## config.mk

```make
export PLATFORM = sky130hd
export DESIGN_NAME = free_slot_stack_allocator_core
export DESIGN_NICKNAME = d
export VERILOG_FILES = /design/src/rtl/fssa_pkg.sv /design/src/rtl/fssa_ram.sv /design/src/rtl/free_slot_stack_allocator_core.sv
export SDC_FILE = /design/constraint.sdc
export NUM_CORES = 2
export LEC_CHECK = 0
export BUFFER_PORTS_ARGS = -buffer_cell sky130_fd_sc_hd__clkbuf_2
export CAP_MARGIN = 20
export CORE_ASPECT_RATIO = 0.9
export CORE_MARGIN = 2
export CORE_UTILIZATION = 57
export DETAILED_ROUTE_END_ITERATION = 8
export GPL_TIMING_DRIVEN = 0
export PLACE_DENSITY = 0.75
export SYNTH_ARGS = -nofsm -noshare
export SYNTH_HDL_FRONTEND = slang
export SYNTH_HIERARCHICAL = 1
export SYNTH_SLANG_ARGS = --single-unit
```

## constraint.sdc

```tcl
create_clock -name clk -period 6.55 [get_ports clk]
set_clock_uncertainty 0.15 [all_clocks]
set_input_delay 0.655 -clock clk [delete_from_list [all_inputs] [get_ports clk]]
set_output_delay 0.655 -clock clk [all_outputs]
set_load 0.01 [all_outputs]
```

## src/rtl/fssa_pkg.sv

```systemverilog
// fssa_pkg: request and result types and status codes of the free slot allocator
`timescale 1ns / 1ps

package fssa_pkg;

    localparam int ACTION_W = 1;
    localparam int SLOT_IN_W = 9;
    localparam int SLOT_OUT_W = 8;
    localparam int STATUS_W = 3;

    localparam logic [ACTION_W-1:0] ACTION_ALLOC = 1'b0;
    localparam logic [ACTION_W-1:0] ACTION_FREE = 1'b1;

    localparam logic [STATUS_W-1:0] STATUS_ALLOCATED = 3'd0;
    localparam logic [STATUS_W-1:0] STATUS_FREED = 3'd1;
    localparam logic [STATUS_W-1:0] STATUS_EMPTY = 3'd2;
    localparam logic [STATUS_W-1:0] STATUS_RANGE = 3'd3;
    localparam logic [STATUS_W-1:0] STATUS_ALREADY = 3'd4;

    typedef struct packed {
        logic [ACTION_W-1:0]  action;
        logic [SLOT_IN_W-1:0] slot_to_free;
    } request_t;

    typedef struct packed {
        logic [SLOT_OUT_W-1:0] slot_given;
        logic [STATUS_W-1:0]   status;
    } result_t;

endpackage

```

## src/rtl/fssa_ram.sv

```systemverilog
// fssa_ram: simple dual-port synchronous ram, one write and one registered read port
`timescale 1ns / 1ps

module fssa_ram #(
    parameter int WIDTH = 8,
    parameter int DEPTH = 256,
    parameter int AW = 8
) (
    input  logic             clk,
    input  logic             wr_en,
    input  logic [AW-1:0]    wr_addr,
    input  logic [WIDTH-1:0] wr_data,
    input  logic             rd_en,
    input  logic [AW-1:0]    rd_addr,
    output logic [WIDTH-1:0] rd_data
);

    logic [WIDTH-1:0] mem [DEPTH];
    logic [WIDTH-1:0] rd_data_reg;

    always_ff @(posedge clk)
    begin
        if (wr_en)
        begin
            mem[wr_addr] <= wr_data;
        end
        if (rd_en)
        begin
            rd_data_reg <= mem[rd_addr];
        end
    end

    assign rd_data = rd_data_reg;

endmodule

```

## src/rtl/free_slot_stack_allocator_core.sv

```systemverilog
// free_slot_stack_allocator_core: stack based slot allocator with double-free check
//
//  channel  | handshake            | payload             | direction
//  ---------+----------------------+---------------------+----------
//  request  | start / busy         | request (request_t) | in
//  result   | done (1-cycle pulse) | result (result_t)   | out
//
// a request is accepted in IDLE, which reads the stack top and the slot's
// free bit from the two rams; EXEC checks, writes back and registers the
// result, which shows on done for one cycle while a new request may already
// be accepted. no clearing pass after reset: entries below the low-water mark
// of the free count are taken as initial values (a stack entry holds its own
// index, a slot is free), not read from the rams. the receiver cannot stall.
`timescale 1ns / 1ps

module free_slot_stack_allocator_core
    import fssa_pkg::*;
#(
    parameter int POOL_SLOTS = 256
) (
    input  logic     clk,
    input  logic     rst_n,
    input  logic     start,
    output logic     busy,
    input  request_t request,
    output logic     done,
    output result_t  result
);

    localparam int SW = $clog2(POOL_SLOTS);
    localparam int CW = $clog2(POOL_SLOTS + 1);
    localparam logic [CW-1:0] COUNT_FULL = CW'(POOL_SLOTS);

    localparam logic ST_IDLE = 1'b0;
    localparam logic ST_EXEC = 1'b1;

    logic          state_reg, state_next;
    request_t      req_reg, req_next;
    logic [CW-1:0] count_reg, count_next;
    logic [CW-1:0] low_reg, low_next;
    logic          done_reg, done_next;
    result_t       result_reg, result_next;

    logic          accept;
    logic [CW-1:0] count_dec;
    logic [SW-1:0] top_idx;
    logic          fresh;
    logic [SW-1:0] pop_slot;
    logic [SW-1:0] slot_addr;
    logic          in_range;
    logic          slot_was_free;

    logic          stack_we;
    logic [SW-1:0] stack_waddr;
    logic [SW-1:0] stack_wdata;
    logic [SW-1:0] stack_rdata;
    logic          fbit_we;
    logic [SW-1:0] fbit_waddr;
    logic          fbit_wdata;
    logic          fbit_rdata;

    assign accept = start && (state_reg == ST_IDLE);
    assign busy = (state_reg == ST_EXEC);
    assign done = done_reg;
    assign result = result_reg;

    assign count_dec = count_reg - CW'(1);
    assign top_idx = count_dec[SW-1:0];
    // at the low-water mark the top entry was never written since reset
    assign fresh = (count_reg == low_reg);
    assign pop_slot = fresh ? top_idx : stack_rdata;
    assign slot_addr = SW'(req_reg.slot_to_free);
    assign in_range = (int'(req_reg.slot_to_free) < POOL_SLOTS);
    // slots below the low-water mark were never handed out
    assign slot_was_free = (CW'(slot_addr) < low_reg) ? 1'b1 : fbit_rdata;

    fssa_ram #(
        .WIDTH (SW),
        .DEPTH (POOL_SLOTS),
        .AW    (SW)
    ) u_stack (
        .clk     (clk),
        .wr_en   (stack_we),
        .wr_addr (stack_waddr),
        .wr_data (stack_wdata),
        .rd_en   (accept),
        .rd_addr (top_idx),
        .rd_data (stack_rdata)
    );

    fssa_ram #(
        .WIDTH (1),
        .DEPTH (POOL_SLOTS),
        .AW    (SW)
    ) u_free_bits (
        .clk     (clk),
        .wr_en   (fbit_we),
        .wr_addr (fbit_waddr),
        .wr_data (fbit_wdata),
        .rd_en   (accept),
        .rd_addr (SW'(request.slot_to_free)),
        .rd_data (fbit_rdata)
    );

    always_comb
    begin
        state_next = state_reg;
        req_next = req_reg;
        count_next = count_reg;
        low_next = low_reg;
        done_next = 1'b0;
        result_next = result_reg;
        stack_we = 1'b0;
        stack_waddr = count_reg[SW-1:0];
        stack_wdata = slot_addr;
        fbit_we = 1'b0;
        fbit_waddr = slot_addr;
        fbit_wdata = 1'b1;

        unique case (state_reg)
            ST_IDLE:
            begin
                if (accept)
                begin
                    req_next = request;
                    state_next = ST_EXEC;
                end
            end
            ST_EXEC:
            begin
                state_next = ST_IDLE;
                done_next = 1'b1;
                result_next.slot_given = '0;
                if (req_reg.action == ACTION_ALLOC)
                begin
                    if (count_reg == '0)
                    begin
                        result_next.status = STATUS_EMPTY;
                    end
                    else
                    begin
                        count_next = count_dec;
                        if (fresh)
                        begin
                            low_next = count_dec;
                        end
                        fbit_we = 1'b1;
                        fbit_waddr = pop_slot;
                        fbit_wdata = 1'b0;
                        result_next.slot_given = SLOT_OUT_W'(pop_slot);
                        result_next.status = STATUS_ALLOCATED;
                    end
                end
                else
                begin
                    priority if (!in_range)
                    begin
                        result_next.status = STATUS_RANGE;
                    end
                    else if (slot_was_free || (count_reg >= COUNT_FULL))
                    begin
                        result_next.status = STATUS_ALREADY;
                    end
                    else
                    begin
                        stack_we = 1'b1;
                        fbit_we = 1'b1;
                        count_next = count_reg + CW'(1);
                        result_next.status = STATUS_FREED;
                    end
                end
            end
            default:
            begin
                state_next = ST_IDLE;
            end
        endcase
    end

    always_ff @(posedge clk or negedge rst_n)
    begin
        if (!rst_n)
        begin
            state_reg <= ST_IDLE;
            count_reg <= COUNT_FULL;
            low_reg <= COUNT_FULL;
            done_reg <= 1'b0;
        end
        else
        begin
            state_reg <= state_next;
            count_reg <= count_next;
            low_reg <= low_next;
            done_reg <= done_next;
        end
    end

    always_ff @(posedge clk)
    begin
        req_reg <= req_next;
        result_reg <= result_next;
    end

endmodule

```

==> key figures <==
STA
  – Final setup violation count: 6
  – RSZ-0062 raised after global routing: false
  – Hold Vio Cnt, Final: 0
  – Worst Tran Pin Value: 1458 ps
  – Fmax: about 150 MHz
  – Tmin final: ~6800 ps
  – Final WS setup: -235.8 ps
  – Final Max Tran Viols: 0
  – Final Cycle Share: 103.6%
  – Slew margin rel.: 1.897%
  – Setup TNS: -783.7 ps

Floorplanning
  – Starting Density: 57.56%
  – Die ar.: 167000 um2
  – Die width: 430.6 um
  – I/O pin cnt: 26
  – Core Region: around 160000 um2
  – Die height: 387.9 um
  – # rows: 140

Layout
  – Design Area, Final: 106200 um2
  – Fillers: around 10000
  – P&R area growth vs syn: 13.70%
  – Nets: 5165
  – Max reg flops: 2048
  – Layout Cells excl Fill: about 7500
  – Layout cells sized above 1: 21.65%

Outcome
  – Violated checks: capacitance limit, setup timing
  – Run status: complete, but fails checks

Critical path
  – Crit path cell chain: inv_1 -> ha_1 -> xor2_2 -> buf_2 -> clkbuf_1 -> nand3b_1 -> o22ai_1 -> o21ai_0 -> nand3_1 -> nor4_1 -> buf_2 -> nor4_2
  – Worst endpoint data arrival time: 7150 ps
  – Startpoint types: flip-flop
  – Worst path required time: 6910 ps
  – Most used cell, CP: buf_2
  – CP max FO: 10
  – CP Class: flip-flop to flip-flop
  – Critical-path top delay cell: clkbuf_1
  – Slowest stage delay, CP: 960 ps
  – Critical Path Sink Type: flip-flop

Pwr
  – Pwr Total: 45.39 mW
  – Internal power: 29.25 mW
  – Comb pwr share: 35.3%
  – Pwr/cell area: 427.6 nW/um2
  – Cell leakage power: approximately 33 nW
  – Sw power: 16.13 mW
  – Sw Ratio: between 30% and 40%
  – Sequential Power Share: 36.9%
  – Peak supply drop: 301.9 uV
  – Clock power share: 27.8%

Yosys
  – Yosys top cell area share: 75.07%
  – Post-Synthesis Cells: between 4000 and 5000
  – Top_reg_cell synth: edfxtp_1
  – Count leader, synth: edfxtp_1
  – Synth unique cells: 88
  – Area leader, netlist: edfxtp_1
  – Synth warnings: 6
  – #FFs+latches synth: 2354
  – Number of flops mapped to enable cells by yosys: approximately 2300
  – Syn Nets: 4790
  – Commonest cells in the netlist: 2334 x edfxtp_1, 573 x nor2_1, 496 x mux4_2
  – Sequential-to-total area share from yosys stat: 75.61%
  – Asr flop ratio synth: 0.8496%
  – Syn_area_per_cell: approximately 20 um2
  – Synth Cell Area: 93360 um2
  – Area contributors post-synth: edfxtp_1 75%, mux4_2 12%, nor2_1 2.3%, mux2i_1 2.1%, a22oi_1 1.1%

GRT
  – GRT Residual Overflow: 0
  – Largest net degree at the start of global routing: 266
  – Vias in the first global route: 50820
  – First-pass GRT wire length: 382200 um
  – Total track usage: 32.97%
  – Initial antenna violation count: 18

Routing
  – Routed WL per cell: 37.02 um
  – Total Wirelength: 276400 um
  – Final ANT Viol Nets: 0
  – Drt via density: 7.109
  – DR pass1 iterations: 9
  – DRC errors left: 0
  – Via count: 53070
  – Iteration-0 DRC Markers: 10370

Clock network
  – Root Buffer: clkbuf_16
  – Clk_lat worst skew: between 800 and 900 ps
  – Maximum buffer depth of the clock tree: 3
  – CTS buffer count: 216
  – CTS tree: yes
  – Worst-path clk slew: 60 ps
  – CTS HTree Levels: 4
  – Clk sinks: 2354

Place
  – RePlAce Congestion: 1.050
  – # placed instances: about 7000
  – Post-DP HPWL: between 150000 and 200000 um
  – DP Worst Slack: -266.9 ps
  – Port-buffer cells: 25
  – Post-DP Area: roughly 99000 um2

Hold path
  – Worst hold path class: input pin to asynchronous set/reset pin

Run
  – Max cap viols: 1
==> what timing repair did <==
action | 4_1_cts | 5_1_grt
endpoints found under the setup margin | 6 | 6
setup buffers | 0 | 0
hold buffers | 11 | 0
resized for setup | 5 | 18
hold endpoints to repair | 30 | 0
gates cloned | 0 | 0
==> placed cells by master, fill, tap and decap left out, types with 19 or more instances in the layout <==
cell	count
edfxtp_1	2334
nor2_1	573
mux4_2	496
clkbuf_16	216
mux2i_1	193
clkbuf_1	173
a22oi_1	141
a21oi_1	106
buf_16	82
nand2_1	80
clkinv_1	51
nand3_1	51
buf_2	50
o22ai_1	50
o221ai_1	46
clkinv_2	43
clkbuf_2	43
nor2b_1	40
buf_4	39
buf_6	34
nor3_1	34
buf_8	32
nor4_1	26
bufinv_16	22
buf_1	22
o21ai_0	19
==> power groups by stage <==
| stage | combinational (mW) | clock [mW] | sequential (mW) |
|---|---|---|---|
| floorplan | 8.27 | 0 | 17.2 |
| global placement | 14.1 | 0 | 17.4 |
| detailed placement | 15.0 | 0 | 17.1 |
| CTS | 15.2 | 12.7 | 16.7 |
| global route | 15.9 | 13.2 | 16.7 |
| finish | 16.0 | 12.6 | 16.7 |
==> cell families after synthesis <==
group	count (synthesis)	synth area share, %
XOR/XNOR	16	0.1501
multiplexers	694	14.13
adder cells (fa/ha/maj)	10	0.1340
flip-flops	2354	75.61
buffers and inverters	320	2.057
AND/OR/NAND/NOR	884	4.197
AO/OA/AOI/OAI	489	3.724
==> final cells by class <==
type	count	area [um2]	area share (%)
Tap cell	2130	2665	2.511
Buffer	301	1874	1.766
Clock buffer	259	5577	5.253
Sequential cell	2354	70590	66.50
Timing Repair Buffer	157	2934	2.764
Inverter	19	76.32	0.07190
Antenna cell	9	22.52	0.02122
Clock inverter	143	1454	1.370
Multi-Input combinational cell	2093	20960	19.74
==> worst max-delay path, delay by kind of cell, from the launching register on <==
family / cells / cell delay, ps
xor gates and xnor gates: 1 / 560
DFF: 1 / 660
adders and majority gates: 1 / 410
and+or+nand+nor: 4 / 1800
buffers and inverters: 4 / 2160
AOI/OAI and AO/OA: 2 / 650
==> worst paths after layout <==
check	start	endpoint	slack, ps	depth (start not counted)
setup / recovery	count_reg[0]$_DFFE_PN0P_	u_stack/rd_data[0]$_DFFE_PP_	-240	12
hold / removal	rst_n	busy$_DFF_PN0_	170	2
setup reg to reg	count_reg[0]$_DFFE_PN0P_	u_stack/rd_data[0]$_DFFE_PP_	-240	12
hold reg to reg	low_reg[0]$_DFFE_PN0P_	low_reg[0]$_DFFE_PN0P_	400	2
max in group asynchronous	rst_n	low_reg[8]$_DFFE_PN1P_	5710	2
min in group clk	start	req_reg[2]$_DFFE_PP_	190	2
==> metrics by stage <==
step                util (%)  hold WS, ps
floorplan                  -        209.4
detailed placement     60.92        386.2
global route           65.43        182.7
CTS                    65.33        159.8
finish                 65.44        173.5
global placement       59.28        358.3
==> per-layer routing <==
layer,GRT usage [%],vias up,part of all wire (%)
met4,13.88,16,5.4
li1,-,20300,-
met2,46.94,4846,43
met1,44.81,27080,34
met3,14.29,837,18
met5,0.02876,-,0.051
Note: power is estimated with default switching activity, not from simulation.
